===== config.mk =====
export PLATFORM = sky130hd
export DESIGN_NAME = text_word_wrapper
export DESIGN_NICKNAME = d
export VERILOG_FILES = /design/src/hdl/twr_pkg.sv /design/src/hdl/twr_word_buf.sv /design/src/hdl/twr_out_stage.sv /design/src/hdl/twr_ctrl.sv /design/src/hdl/text_word_wrapper.sv
export SDC_FILE = /design/constraint.sdc
export NUM_CORES = 1
export LEC_CHECK = 0
export BUFFER_PORTS_ARGS = -buffer_cell sky130_fd_sc_hd__buf_2
export CORE_MARGIN = 2
export CORE_UTILIZATION = 61
export DETAILED_ROUTE_END_ITERATION = 12
export PLACE_DENSITY = 0.77
export SKIP_CTS_REPAIR_TIMING = 1
export SLEW_MARGIN = 20
export SYNTH_ARGS = -nofsm -noshare
export SYNTH_HDL_FRONTEND = slang
export SYNTH_HIERARCHICAL = 1
export SYNTH_SLANG_ARGS = --single-unit

===== constraint.sdc =====
create_clock -name i_clk -period 10.9 [get_ports i_clk]
set_input_delay 2.18 -clock i_clk [delete_from_list [all_inputs] [get_ports i_clk]]
set_output_delay 2.18 -clock i_clk [all_outputs]
set_load 0.03 [all_outputs]

===== src/hdl/twr_pkg.sv =====
package twr_pkg;

    // default word buffer depth
    localparam int WORD_CAPACITY_DEF = 32;

    // cap on characters sent for one transaction
    localparam int MAX_RESULTS = 40;
    localparam int RES_W       = $clog2(MAX_RESULTS + 1);

    // line width handling
    localparam logic [7:0] MIN_WIDTH   = 8'd16;
    localparam logic [7:0] WIDTH_RESET = 8'd32;
    localparam logic [8:0] WRAP_SLACK  = 9'd8;
    localparam logic [7:0] SCOL_MAX    = 8'd255;
    localparam logic [7:0] BASIC_COLS  = 8'd4;

    // byte classes
    localparam logic [7:0] LEAD_C3   = 8'hC3;
    localparam logic [7:0] LEAD_MIN  = 8'hC0;
    localparam logic [7:0] NON_ASCII = 8'h80;

    // characters
    localparam logic [6:0] CH_NONE  = 7'd0;
    localparam logic [6:0] CH_NL    = 7'd10;
    localparam logic [6:0] CH_SPACE = 7'd32;
    localparam logic [6:0] CH_DASH  = 7'd45;
    localparam logic [6:0] CH_ZERO  = 7'd48;
    localparam logic [6:0] CH_NINE  = 7'd57;
    localparam logic [6:0] CH_MAX   = 7'd126;

    typedef enum logic [1:0] {
        CMD_BYTE    = 2'd0,
        CMD_END     = 2'd1,
        CMD_RESTART = 2'd2
    } t_cmd;

    // numbered-line detection
    typedef enum logic [1:0] {
        BD_NONE   = 2'd0,
        BD_DIGITS = 2'd1,
        BD_BASIC  = 2'd2,
        BD_NOT    = 2'd3
    } t_basic;

    typedef enum logic [3:0] {
        ST_IDLE,
        ST_DECODE,
        ST_EW_CHECK,
        ST_EW_SPACE,
        ST_EW_CHARS,
        ST_EW_BREAK,
        ST_POST_SETTLE,
        ST_POST_BLANK,
        ST_CHAR,
        ST_TAIL_SPACE,
        ST_TAIL_BREAK,
        ST_FINISH
    } t_state;

    // sequencer to output stage
    typedef struct packed {
        logic       emit;
        logic [6:0] ch;
        logic       fin;
    } t_emit_req;

    // output stage to sequencer
    typedef struct packed {
        logic emit_ok;
        logic fin_ok;
    } t_out_stat;

    // base letter of a C3-led accented letter, zero if none
    function automatic logic [6:0] accent_base(input logic [7:0] b);
        logic [6:0] r;
        r = CH_NONE;
        if (b >= 8'h80 && b <= 8'h85) r = 7'h41;
        else if (b == 8'h87) r = 7'h43;
        else if (b >= 8'h88 && b <= 8'h8B) r = 7'h45;
        else if (b >= 8'h8C && b <= 8'h8F) r = 7'h49;
        else if (b == 8'h91) r = 7'h4E;
        else if (b >= 8'h92 && b <= 8'h96) r = 7'h4F;
        else if (b >= 8'h99 && b <= 8'h9C) r = 7'h55;
        else if (b >= 8'hA0 && b <= 8'hA5) r = 7'h61;
        else if (b == 8'hA7) r = 7'h63;
        else if (b >= 8'hA8 && b <= 8'hAB) r = 7'h65;
        else if (b >= 8'hAC && b <= 8'hAF) r = 7'h69;
        else if (b == 8'hB1) r = 7'h6E;
        else if (b >= 8'hB2 && b <= 8'hB6) r = 7'h6F;
        else if (b >= 8'hB9 && b <= 8'hBC) r = 7'h75;
        return r;
    endfunction

endpackage


===== src/hdl/twr_word_buf.sv =====
module twr_word_buf #(
    parameter int DEPTH = twr_pkg::WORD_CAPACITY_DEF
) (
    input  logic                     i_clk,
    input  logic                     i_wr_en,
    input  logic [$clog2(DEPTH)-1:0] i_wr_addr,
    input  logic [6:0]               i_wr_data,
    input  logic [$clog2(DEPTH)-1:0] i_rd_addr,
    output logic [6:0]               o_rd_data
);

    logic [6:0] r_mem [DEPTH];
    logic [6:0] r_rd_data;

    // write port
    always_ff @(posedge i_clk) begin
        if (i_wr_en) begin
            r_mem[i_wr_addr] <= i_wr_data;
        end
    end

    // registered read port
    always_ff @(posedge i_clk) begin
        r_rd_data <= r_mem[i_rd_addr];
    end

    assign o_rd_data = r_rd_data;

endmodule


===== src/hdl/twr_out_stage.sv =====
module twr_out_stage (
    input  logic                i_clk,
    input  logic                i_rst_n,
    input  twr_pkg::t_emit_req  i_req,
    output twr_pkg::t_out_stat  o_stat,
    output logic                o_valid,
    output logic [6:0]          o_char,
    output logic                o_last,
    input  logic                i_ready
);

    import twr_pkg::*;

    logic       r_pend_valid;
    logic [6:0] r_pend_char;
    logic       r_out_valid;
    logic [6:0] r_out_char;
    logic       r_out_last;
    logic       out_free;

    assign out_free       = !r_out_valid || i_ready;
    assign o_stat.emit_ok = !r_pend_valid || out_free;
    assign o_stat.fin_ok  = !r_pend_valid || out_free;

    // control: the newest character waits in the pending slot until its
    // successor or the end of the transaction says whether it is the last
    always_ff @(posedge i_clk) begin
        if (!i_rst_n) begin
            r_pend_valid <= 1'b0;
            r_out_valid  <= 1'b0;
        end else begin
            if (i_req.emit && o_stat.emit_ok) begin
                r_pend_valid <= 1'b1;
                if (r_pend_valid) begin
                    r_out_valid <= 1'b1;
                end else if (i_ready) begin
                    r_out_valid <= 1'b0;
                end
            end else if (i_req.fin && r_pend_valid && out_free) begin
                r_pend_valid <= 1'b0;
                r_out_valid  <= 1'b1;
            end else if (i_ready) begin
                r_out_valid <= 1'b0;
            end
        end
    end

    // payload
    always_ff @(posedge i_clk) begin
        if (i_req.emit && o_stat.emit_ok) begin
            r_pend_char <= i_req.ch;
            if (r_pend_valid) begin
                r_out_char <= r_pend_char;
                r_out_last <= 1'b0;
            end
        end else if (i_req.fin && r_pend_valid && out_free) begin
            r_out_char <= r_pend_char;
            r_out_last <= 1'b1;
        end
    end

    assign o_valid = r_out_valid;
    assign o_char  = r_out_char;
    assign o_last  = r_out_last;

endmodule


===== src/hdl/twr_ctrl.sv =====
module twr_ctrl #(
    parameter int WORD_CAPACITY = twr_pkg::WORD_CAPACITY_DEF
) (
    input  logic                             i_clk,
    input  logic                             i_rst_n,
    input  logic                             i_start,
    input  twr_pkg::t_cmd                    i_cmd,
    input  logic [7:0]                       i_byte,
    input  logic [7:0]                       i_line_width,
    output logic                             o_ready,
    output twr_pkg::t_emit_req               o_emit,
    input  twr_pkg::t_out_stat               i_stat,
    output logic                             o_wr_en,
    output logic [$clog2(WORD_CAPACITY)-1:0] o_wr_addr,
    output logic [6:0]                       o_wr_data,
    output logic [$clog2(WORD_CAPACITY)-1:0] o_rd_addr,
    input  logic [6:0]                       i_rd_data
);

    import twr_pkg::*;

    localparam int AW = $clog2(WORD_CAPACITY);
    localparam int LW = $clog2(WORD_CAPACITY + 1);
    localparam logic [LW-1:0] CAP = LW'(WORD_CAPACITY);

    t_state          r_state, n_state;
    t_state          r_ret, n_ret;
    t_cmd            r_cmd;
    logic [7:0]      r_byte;
    logic [6:0]      r_ch, n_ch;
    logic [LW-1:0]   r_wl, n_wl;
    logic [LW-1:0]   r_pos, n_pos;
    logic [7:0]      r_col, n_col;
    logic            r_sp, n_sp;
    logic [1:0]      r_nlc, n_nlc;
    logic [7:0]      r_lead, n_lead;
    logic [7:0]      r_scol, n_scol;
    logic [7:0]      r_psl, n_psl;
    t_basic          r_bd, n_bd;
    logic            r_pwb, n_pwb;
    logic            r_settle_sp, n_settle_sp;
    logic            r_settle_n2, n_settle_n2;
    logic [RES_W-1:0] r_res_cnt, n_res_cnt;

    logic [7:0]      w_eff;
    logic [LW-1:0]   rest;
    logic [9:0]      fit_sum;
    logic            fits;
    logic            wrapping;
    logic            send_ok;
    logic            emit_want;
    logic [6:0]      emit_ch;
    logic            dec_keep;
    logic [6:0]      dec_ch;
    logic            deliberate;

    // shared width arithmetic
    assign w_eff    = (i_line_width < MIN_WIDTH) ? MIN_WIDTH : i_line_width;
    assign rest     = r_wl - r_pos;
    assign fit_sum  = 10'(r_col) + 10'(r_sp) + 10'(rest);
    assign fits     = fit_sum <= 10'(w_eff);
    assign wrapping = (9'(r_psl) + WRAP_SLACK) >= 9'(w_eff);
    assign send_ok  = (r_res_cnt >= RES_W'(MAX_RESULTS)) || i_stat.emit_ok;

    // byte classification ahead of the word logic
    always_comb begin
        dec_keep = 1'b0;
        dec_ch   = r_byte[6:0];
        n_lead   = r_lead;
        if (r_lead != 8'd0) begin
            n_lead = 8'd0;
            dec_ch = accent_base(r_byte);
            dec_keep = (r_lead == LEAD_C3) && (dec_ch != CH_NONE);
        end else if (r_byte >= LEAD_MIN) begin
            n_lead = r_byte;
        end else if (r_byte < NON_ASCII) begin
            dec_keep = 1'b1;
        end
    end

    assign deliberate = (dec_ch == CH_DASH && r_wl == '0) || r_pwb || !wrapping;

    // state register
    always_ff @(posedge i_clk) begin
        if (!i_rst_n) begin
            r_state     <= ST_IDLE;
            r_ret       <= ST_FINISH;
            r_wl        <= '0;
            r_pos       <= '0;
            r_col       <= '0;
            r_sp        <= 1'b0;
            r_nlc       <= '0;
            r_lead      <= '0;
            r_scol      <= '0;
            r_psl       <= '0;
            r_bd        <= BD_NONE;
            r_pwb       <= 1'b0;
            r_settle_sp <= 1'b0;
            r_settle_n2 <= 1'b0;
            r_res_cnt   <= '0;
        end else begin
            r_state     <= n_state;
            r_ret       <= n_ret;
            r_wl        <= n_wl;
            r_pos       <= n_pos;
            r_col       <= n_col;
            r_sp        <= n_sp;
            r_nlc       <= n_nlc;
            if (r_state == ST_DECODE && r_cmd == CMD_BYTE) begin
                r_lead <= n_lead;
            end else if (r_state == ST_DECODE && r_cmd == CMD_RESTART) begin
                r_lead <= '0;
            end
            r_scol      <= n_scol;
            r_psl       <= n_psl;
            r_bd        <= n_bd;
            r_pwb       <= n_pwb;
            r_settle_sp <= n_settle_sp;
            r_settle_n2 <= n_settle_n2;
            r_res_cnt   <= n_res_cnt;
        end
    end

    // transaction payload
    always_ff @(posedge i_clk) begin
        if (i_start) begin
            r_cmd  <= i_cmd;
            r_byte <= i_byte;
        end
        r_ch <= n_ch;
    end

    // next state and outputs
    always_comb begin
        n_state     = r_state;
        n_ret       = r_ret;
        n_ch        = r_ch;
        n_wl        = r_wl;
        n_pos       = r_pos;
        n_col       = r_col;
        n_sp        = r_sp;
        n_nlc       = r_nlc;
        n_scol      = r_scol;
        n_psl       = r_psl;
        n_bd        = r_bd;
        n_pwb       = r_pwb;
        n_settle_sp = r_settle_sp;
        n_settle_n2 = r_settle_n2;
        n_res_cnt   = r_res_cnt;
        emit_want   = 1'b0;
        emit_ch     = CH_NONE;
        o_wr_en     = 1'b0;
        o_emit.fin  = 1'b0;

        case (r_state)
            ST_IDLE: begin
                if (i_start) begin
                    n_res_cnt = '0;
                    n_state   = ST_DECODE;
                end
            end

            ST_DECODE: begin
                case (r_cmd)
                    CMD_BYTE: begin
                        n_state = ST_FINISH;
                        if (dec_keep && dec_ch == CH_NL) begin
                            if (r_nlc == 2'd0) begin
                                n_psl = r_scol;
                                n_pwb = (r_bd == BD_BASIC);
                            end
                            if (r_nlc != 2'd2) begin
                                n_nlc = r_nlc + 2'd1;
                            end
                            n_scol = '0;
                            n_bd   = BD_NONE;
                        end else if (dec_keep && dec_ch >= CH_SPACE && dec_ch <= CH_MAX) begin
                            n_ch = dec_ch;
                            // numbered-line tracking
                            if (r_bd != BD_BASIC) begin
                                if (dec_ch >= CH_ZERO && dec_ch <= CH_NINE) begin
                                    if (r_scol < BASIC_COLS) begin
                                        n_bd = BD_DIGITS;
                                    end
                                end else if (dec_ch == CH_SPACE && r_bd == BD_DIGITS) begin
                                    n_bd = BD_BASIC;
                                end else begin
                                    n_bd = BD_NOT;
                                end
                            end
                            if (r_scol != SCOL_MAX) begin
                                n_scol = r_scol + 8'd1;
                            end
                            // pending newlines are settled before the character
                            if (r_nlc != 2'd0) begin
                                n_settle_sp = (r_nlc == 2'd1) && !deliberate;
                                n_settle_n2 = (r_nlc == 2'd2);
                                n_nlc       = '0;
                                n_ret       = ST_POST_SETTLE;
                                n_state     = ST_EW_CHECK;
                            end else begin
                                n_state = ST_CHAR;
                            end
                        end
                    end
                    CMD_END: begin
                        n_nlc   = '0;
                        n_scol  = '0;
                        n_ret   = ST_TAIL_BREAK;
                        n_state = ST_EW_CHECK;
                    end
                    CMD_RESTART: begin
                        n_wl    = '0;
                        n_pos   = '0;
                        n_col   = '0;
                        n_sp    = 1'b0;
                        n_nlc   = '0;
                        n_scol  = '0;
                        n_psl   = '0;
                        n_bd    = BD_NONE;
                        n_pwb   = 1'b0;
                        n_state = ST_IDLE;
                    end
                    default: begin
                        n_state = ST_IDLE;
                    end
                endcase
            end

            // word flush: decide what the next piece of the word needs
            ST_EW_CHECK: begin
                if (r_pos == r_wl) begin
                    n_wl    = '0;
                    n_pos   = '0;
                    n_state = r_ret;
                end else if (r_col == 8'd0) begin
                    n_state = ST_EW_CHARS;
                end else if (fits) begin
                    n_state = r_sp ? ST_EW_SPACE : ST_EW_CHARS;
                end else begin
                    n_state = ST_EW_BREAK;
                end
            end

            ST_EW_SPACE: begin
                emit_want = 1'b1;
                emit_ch   = CH_SPACE;
                if (send_ok) begin
                    n_col   = r_col + 8'd1;
                    n_sp    = 1'b0;
                    n_state = ST_EW_CHARS;
                end
            end

            // one buffered character per cycle, unless the output stage stalls it, until word end or line full
            ST_EW_CHARS: begin
                emit_want = 1'b1;
                emit_ch   = i_rd_data;
                if (send_ok) begin
                    n_pos = r_pos + LW'(1);
                    n_col = r_col + 8'd1;
                    n_sp  = 1'b0;
                    if ((r_pos + LW'(1) == r_wl) || (r_col + 8'd1 == w_eff)) begin
                        n_state = ST_EW_CHECK;
                    end
                end
            end

            ST_EW_BREAK: begin
                emit_want = 1'b1;
                emit_ch   = CH_NL;
                if (send_ok) begin
                    n_col   = '0;
                    n_sp    = 1'b0;
                    n_state = ST_EW_CHECK;
                end
            end

            // a single soft newline becomes a space, otherwise a break
            ST_POST_SETTLE: begin
                if (r_settle_sp) begin
                    if (r_col != 8'd0) begin
                        n_sp = 1'b1;
                    end
                    n_state = ST_CHAR;
                end else if (r_col != 8'd0) begin
                    emit_want = 1'b1;
                    emit_ch   = CH_NL;
                    if (send_ok) begin
                        n_col   = '0;
                        n_sp    = 1'b0;
                        n_state = ST_POST_BLANK;
                    end
                end else begin
                    n_state = ST_POST_BLANK;
                end
            end

            // two or more newlines give a blank line
            ST_POST_BLANK: begin
                if (r_settle_n2) begin
                    emit_want = 1'b1;
                    emit_ch   = CH_NL;
                    if (send_ok) begin
                        n_col   = '0;
                        n_sp    = 1'b0;
                        n_state = ST_CHAR;
                    end
                end else begin
                    n_state = ST_CHAR;
                end
            end

            ST_CHAR: begin
                if (r_ch == CH_SPACE) begin
                    n_ret   = ST_TAIL_SPACE;
                    n_state = ST_EW_CHECK;
                end else begin
                    o_wr_en = 1'b1;
                    n_wl    = r_wl + LW'(1);
                    if (r_wl + LW'(1) == CAP) begin
                        n_ret   = ST_FINISH;
                        n_state = ST_EW_CHECK;
                    end else begin
                        n_state = ST_FINISH;
                    end
                end
            end

            ST_TAIL_SPACE: begin
                if (r_col != 8'd0) begin
                    n_sp = 1'b1;
                end
                n_state = ST_FINISH;
            end

            ST_TAIL_BREAK: begin
                if (r_col != 8'd0) begin
                    emit_want = 1'b1;
                    emit_ch   = CH_NL;
                    if (send_ok) begin
                        n_col   = '0;
                        n_sp    = 1'b0;
                        n_state = ST_FINISH;
                    end
                end else begin
                    n_state = ST_FINISH;
                end
            end

            // mark the held character as last and release it
            ST_FINISH: begin
                o_emit.fin = 1'b1;
                if (i_stat.fin_ok) begin
                    n_state = ST_IDLE;
                end
            end

            default: begin
                n_state = ST_IDLE;
            end
        endcase

        o_emit.emit = emit_want && (r_res_cnt < RES_W'(MAX_RESULTS));
        o_emit.ch   = emit_ch;
        if (o_emit.emit && i_stat.emit_ok) begin
            n_res_cnt = r_res_cnt + RES_W'(1);
        end
    end

    assign o_ready   = (r_state == ST_IDLE);
    assign o_wr_addr = r_wl[AW-1:0];
    assign o_wr_data = r_ch;
    assign o_rd_addr = (n_pos < CAP) ? n_pos[AW-1:0] : '0;

endmodule


===== src/hdl/text_word_wrapper.sv =====
// Greedy word wrapper for a stream of UTF-8 text. Each input transaction
// carries a command in tuser (byte, end of text, restart) and a source byte
// in tdata; the block answers with a run of output characters, the final one
// flagged by tlast, and transactions that cause no output give none. Input is
// taken one transaction at a time: tready is high only while the sequencer
// is idle. A byte that is dropped, stored in the word buffer or turned into
// newline state passes the accept and decode steps and ends in the finish
// step. When a word is flushed, the sequencer sends one character per cycle
// from the single read port of the word buffer; a full output register with
// tready low stalls it. The line width register may be written only while no
// transaction is in progress.
module text_word_wrapper #(
    parameter int WORD_CAPACITY = twr_pkg::WORD_CAPACITY_DEF
) (
    input  logic       i_clk,
    input  logic       i_rst_n,
    // configuration: line width
    input  logic       i_cfg_we,
    input  logic [7:0] i_cfg_data,
    // slave side
    input  logic       i_s_tvalid,
    output logic       o_s_tready,
    input  logic [7:0] i_s_tdata,   // [7:0] byte_in
    input  logic [1:0] i_s_tuser,   // [1:0] command
    // master side
    output logic       o_m_tvalid,
    input  logic       i_m_tready,
    output logic [7:0] o_m_tdata,   // [6:0] out_char, [7] zero
    output logic       o_m_tlast
);

    import twr_pkg::*;

    localparam int AW = $clog2(WORD_CAPACITY);

    logic [7:0]   r_line_width;
    logic         start;
    t_emit_req    emit_req;
    t_out_stat    out_stat;
    logic         wr_en;
    logic [AW-1:0] wr_addr;
    logic [6:0]   wr_data;
    logic [AW-1:0] rd_addr;
    logic [6:0]   rd_data;
    logic [6:0]   out_char;

    // line width register
    always_ff @(posedge i_clk) begin
        if (!i_rst_n) begin
            r_line_width <= WIDTH_RESET;
        end else if (i_cfg_we) begin
            r_line_width <= i_cfg_data;
        end
    end

    assign start = i_s_tvalid && o_s_tready;

    // sequencer
    twr_ctrl #(
        .WORD_CAPACITY(WORD_CAPACITY)
    ) u_ctrl (
        .i_clk        (i_clk),
        .i_rst_n      (i_rst_n),
        .i_start      (start),
        .i_cmd        (t_cmd'(i_s_tuser)),
        .i_byte       (i_s_tdata),
        .i_line_width (r_line_width),
        .o_ready      (o_s_tready),
        .o_emit       (emit_req),
        .i_stat       (out_stat),
        .o_wr_en      (wr_en),
        .o_wr_addr    (wr_addr),
        .o_wr_data    (wr_data),
        .o_rd_addr    (rd_addr),
        .i_rd_data    (rd_data)
    );

    // word buffer
    twr_word_buf #(
        .DEPTH(WORD_CAPACITY)
    ) u_word_buf (
        .i_clk     (i_clk),
        .i_wr_en   (wr_en),
        .i_wr_addr (wr_addr),
        .i_wr_data (wr_data),
        .i_rd_addr (rd_addr),
        .o_rd_data (rd_data)
    );

    // pending character and output register
    twr_out_stage u_out_stage (
        .i_clk   (i_clk),
        .i_rst_n (i_rst_n),
        .i_req   (emit_req),
        .o_stat  (out_stat),
        .o_valid (o_m_tvalid),
        .o_char  (out_char),
        .o_last  (o_m_tlast),
        .i_ready (i_m_tready)
    );

    assign o_m_tdata = {1'b0, out_char};

    // a transaction keeps the input side closed for at least the decode cycle
    a_busy_after_accept: assert property (@(posedge i_clk) disable iff (!i_rst_n)
        start |=> !o_s_tready)
        else $error("input accepted again right after a transaction");

    // only newline and printable characters leave the block
    a_char_range: assert property (@(posedge i_clk) disable iff (!i_rst_n)
        o_m_tvalid |-> (o_m_tdata == 8'd10) ||
                       (o_m_tdata >= 8'd32 && o_m_tdata <= 8'd126))
        else $error("output character out of range");

    // a stalled character request holds until the output stage takes it
    a_emit_hold: assert property (@(posedge i_clk) disable iff (!i_rst_n)
        emit_req.emit && !out_stat.emit_ok |=> emit_req.emit && $stable(emit_req.ch))
        else $error("character request changed while stalled");

    // the sequencer never asks for a character while the input side is open
    a_idle_quiet: assert property (@(posedge i_clk) disable iff (!i_rst_n)
        o_s_tready |-> !emit_req.emit && !emit_req.fin)
        else $error("character request while idle");

endmodule


==> impl_summary.md <==
Run status
The flow ran to the end, but the final reports show violations. The final reports fail on DRC.

Placed design
The placement-stage cell area is 16600 um^2. The HPWL reported at the end of detailed placement is 24200 um. At the end of routability-driven placement, the weighted congestion stood at 0.889. The post-placement setup slack is 4650 ps.

The number of buffer cells added on primary ports is 32.

Critical path
Data on the critical path is required at its endpoint by 11310 ps. The critical path goes through buf_2, nand3b_1, o21ai_0, a221o_1, or4_1, o21ai_0, a32o_2, buf_4, mux4_2, mux4_2, mux2_2. By startpoint and endpoint, the worst setup path is classified as in2reg. The worst path arrival time is 6120 ps. For this run, the slowest stage of the critical path takes between 500 and 600 ps. For flop-to-flop paths, the worst setup slack is 5710 ps.

The origin of the critical flop-to-flop path is u_ctrl/r_state[2]. The cell depth of the worst flop-to-flop path is 11. In this run the critical register-to-register path is captured at u_word_buf/o_rd_data[3].

Among all stages on the critical path, the largest delay is contributed by sky130_fd_sc_hd__or4_1. The worst setup path is captured at a register. The endpoint of the worst setup timing path is u_word_buf/o_rd_data[3].

In this run the worst path has a maximum fanout of 56. The worst setup path is launched from an input pin. The first element of the critical path is i_m_tready.

Routing
Before antenna repair, the detailed router went through 11 iterations. Dividing the detail-routed via count by the number of cells gives roughly 6.5. In the final routed layout, each cell accounts on average for 22.9 um. The detail route stage leaves a number of antenna-violating nets equal to 0. For this block, the initial DRC count from the detailed router was 1341. The final route contains 10600 vias. The routed design has between 30000 and 40000 um of wire. The post-route DRC violation count is 3.

STA
The smallest hold slack is about 420 ps. The number of setup violations in the final report is 0. The count of pins over their slew limit is 0.

The achievable clock frequency is 175 MHz. The shortest period the worst path allows is around 5700 ps. Setup repair after global routing left no endpoint under its margin. The clock arrives with roughly 11 ps of skew. The accumulated negative setup slack is 0 ps. The worst relative slew slack is 31.3%.

The number of hold violations in the final report is 0. The slew at the pin closest to its max-slew limit is approximately 1000 ps. The final cycle utilization of the critical path is 52.4%.

The final worst setup slack is just over 5000 ps.

Synthesis
In the post-synthesis netlist, the biggest area contributors are sky130_fd_sc_hd__edfxtp_1 47%, sky130_fd_sc_hd__dfxtp_1 10%, sky130_fd_sc_hd__mux4_2 9.7%. The leading area contributor after synthesis is sky130_fd_sc_hd__edfxtp_1. A synthesized cell averages 13.0 um^2.

The combinational family with the most area after synthesis is simple AND/OR/NAND/NOR gates. The net count after synthesis is 1322. The fraction of the mapped netlist area in adder cells is 3.77%. The prevailing post-synth register cell is sky130_fd_sc_hd__edfxtp_1. Summing the areas of all and, or, nand and nor instances in the mapped netlist gives 12.6% of the synthesized area. The proportion of netlist area held by the largest area contributor is 47.2%. The synthesized netlist occupies a cell area of 16300 um^2. The sequential fraction of the synthesis area is a little under three fifths. Counting distinct cell types in the post-synthesis netlist gives 91. The register bit count reported by yosys is 339. Ranked by instance count, the synthesized netlist is headed by 256 x sky130_fd_sc_hd__edfxtp_1, 97 x sky130_fd_sc_hd__nor2_1, 83 x sky130_fd_sc_hd__dfxtp_1. The post-synthesis xor/xnor area fraction is 2.15%. The most common cell in the netlist is sky130_fd_sc_hd__edfxtp_1. The async set or reset register ratio after synthesis is 0%. The number of synthesis warnings is 6.

The gate count of the mapped netlist is around 1300. Counting flops with a built-in enable in the synthesized netlist gives about 260. The portion of synthesized area spent on multiplexers is 11.4%.

The synthesized netlist devotes 9.65% of its cell area to compound gates.

Final layout
Registers take 9350 um^2. After routing the design area is around 18000 um^2. For this run, the post-layout net count is 1335. The layout has 1818 filler cells. The multi-input logic area is 6470 um^2. The area growth from synthesis to layout is 9.97%. The antenna diode count is 0. The fraction of final layout cells with drive strength greater than 1 is 16.1%.

Global routing
The first global-routing pass estimated 58500 um of wire. In the global route stage, overall resource usage came out at 26.9%. The via count of the first global-routing pass is 10200.

The aggregate global routing overflow is 0. Entering global routing, the biggest net connects 57 pins. The number of antenna violations at the first check in global routing was 0.

Clock tree
The clock-pin slew on the worst setup and hold paths is 70 ps. For the worst-skew pair, the clock arrives at the later sink with an insertion delay of 530 ps. The number of clock buffers inserted by TritonCTS is 35.

The deepest clock path buffer count is 3. The TritonCTS clock tree is done. In this run the clock root is driven by a sky130_fd_sc_hd__clkbuf_16. In this run the number of H-tree levels came out at 2. The clock sink total is 339.

Hold path
The min-delay analysis places its worst path in the category reg2reg.

Power and ir drop
The power after layout is roughly 3.6 mW. The total power per unit cell area is 203 nW/um^2. The analysis attributes to cell leakage a power of 6.00 nW. IR analysis of the VDD net gives a maximum drop of between 0.15 and 0.2 mV.

Floorplan
The initial core utilization is 62.3%. The core region is 26100 um^2. The die width is 167 um. In this run the vertical extent of the chip is 167 um. The number of standard-cell rows in the floorplan is ~60. The count of boundary I/O pins is 34. The die covers roughly 28000 um^2.

Job
The number of violations of the max-capacitance limit is 0.
worst min-delay path by stage:
stage,start,end,slack (ps),depth (start not counted)
2_1_floorplan,u_out_stage/r_pend_char[0],u_out_stage/o_char[0],400,0
3_3_place_gp,u_out_stage/r_pend_char[1],u_out_stage/o_char[1],400,0
3_5_place_dp,u_out_stage/r_pend_char[2],u_out_stage/o_char[2],400,0
4_1_cts,u_out_stage/r_pend_char[4],u_out_stage/o_char[4],420,0
5_1_grt,u_out_stage/r_pend_char[2],u_out_stage/o_char[2],430,0
6_report,u_out_stage/r_pend_char[4],u_out_stage/o_char[4],420,0
layer usage:
layer	up-vias	routed length (um)	global-route usage, %
li1	4846	-	-
met1	5153	15300	37.7
met2	505	17600	42.7
met3	82	3080	5.32
met4	0	1240	9.64
met5	-	0	0
logic make-up after synthesis:
kind of cell | count (synthesis)
AOI/OAI and AO/OA | 241
xor gates and xnor gates | 40
adders and majority gates | 48
buffers and inverters | 110
DFF | 339
muxes | 95
other | 1
and+or+nand+nor | 378
report_power, final:
group | total [mW] | switching, mW | leakage, nW | internal, mW
Sequential | 1.54 | 0.0862 | 2.98 | 1.45
Combinational | 0.838 | 0.472 | 2.42 | 0.366
Clock | 1.26 | 0.507 | 0.589 | 0.749
placed cells by master (no fill, tap or decap), drive strengths merged, types with 6 or more instances in the layout:
| master | netlist | routed |
|---|---|---|
| edfxtp | 256 | 256 |
| nor2 | 97 | 97 |
| dfxtp | 83 | 83 |
| nand2 | 72 | 72 |
| mux4 | 70 | 70 |
| a21oi | 69 | 69 |
| o21ai | 55 | 55 |
| inv | 43 | 46 |
| ha | 45 | 45 |
| buf | 25 | 43 |
| clkbuf | 42 | 42 |
| nand3 | 35 | 35 |
| nor2b | 23 | 23 |
| xnor2 | 22 | 22 |
| nand3b | 21 | 21 |
| xor2 | 18 | 18 |
| a31oi | 17 | 17 |
| mux2i | 17 | 17 |
| and3 | 16 | 16 |
| a21o | 13 | 13 |
| nor3 | 13 | 13 |
| nand2b | 13 | 13 |
| nor4 | 13 | 13 |
| and2 | 12 | 12 |
| nor3b | 10 | 10 |
| o211ai | 10 | 10 |
| clkinv | 0 | 10 |
| or3 | 9 | 9 |
| o21a | 9 | 9 |
| mux2 | 8 | 8 |
| and4 | 7 | 7 |
| a211oi | 7 | 7 |
| nand4 | 6 | 6 |
| nand4b | 6 | 6 |
| o2111ai | 6 | 6 |
| nor4b | 6 | 6 |
metrics by stage:
step                      instances  util [%]
after global routing           1626      68.5
after floorplan                1252         -
after detailed placement       1556      63.4
after global placement         1556      63.4
after CTS                      1619      68.1
final                          1626      68.5
worst max-delay path: cells and delay by family:
| family | cells | cell delay (ps) |
|---|---|---|
| buf+inv | 2 | 660 |
| mux | 3 | 1270 |
| compound gates | 4 | 1090 |
| simple gates | 2 | 860 |
cell type report:
class / instances / area share, %
repair buffers: 43 / 1.67
inverters: 43 / 0.901
flip-flops and latches: 339 / 52.2
multi-input cells: 803 / 36.1
well taps: 335 / 2.34
clock inverters: 21 / 1.43
clock buffers: 42 / 5.32
registers in the layout, summed over array words and instances (netlist names), 2 cells and up:
register                 flops
r_line_width                 8
u_ctrl/o_wr_data             7
u_ctrl/r_bd                  2
u_ctrl/r_byte                8
u_ctrl/r_cmd                 2
u_ctrl/r_col                 8
u_ctrl/r_lead                8
u_ctrl/r_nlc                 2
u_ctrl/r_pos                 6
u_ctrl/r_psl                 8
u_ctrl/r_res_cnt             6
u_ctrl/r_ret                 4
u_ctrl/r_scol                8
u_ctrl/r_state               4
u_ctrl/r_wl                  6
u_out_stage/o_char           7
u_out_stage/r_pend_char      7
u_word_buf/o_rd_data         7
u_word_buf/r_mem           224
Power figures use the tool's default switching activity.
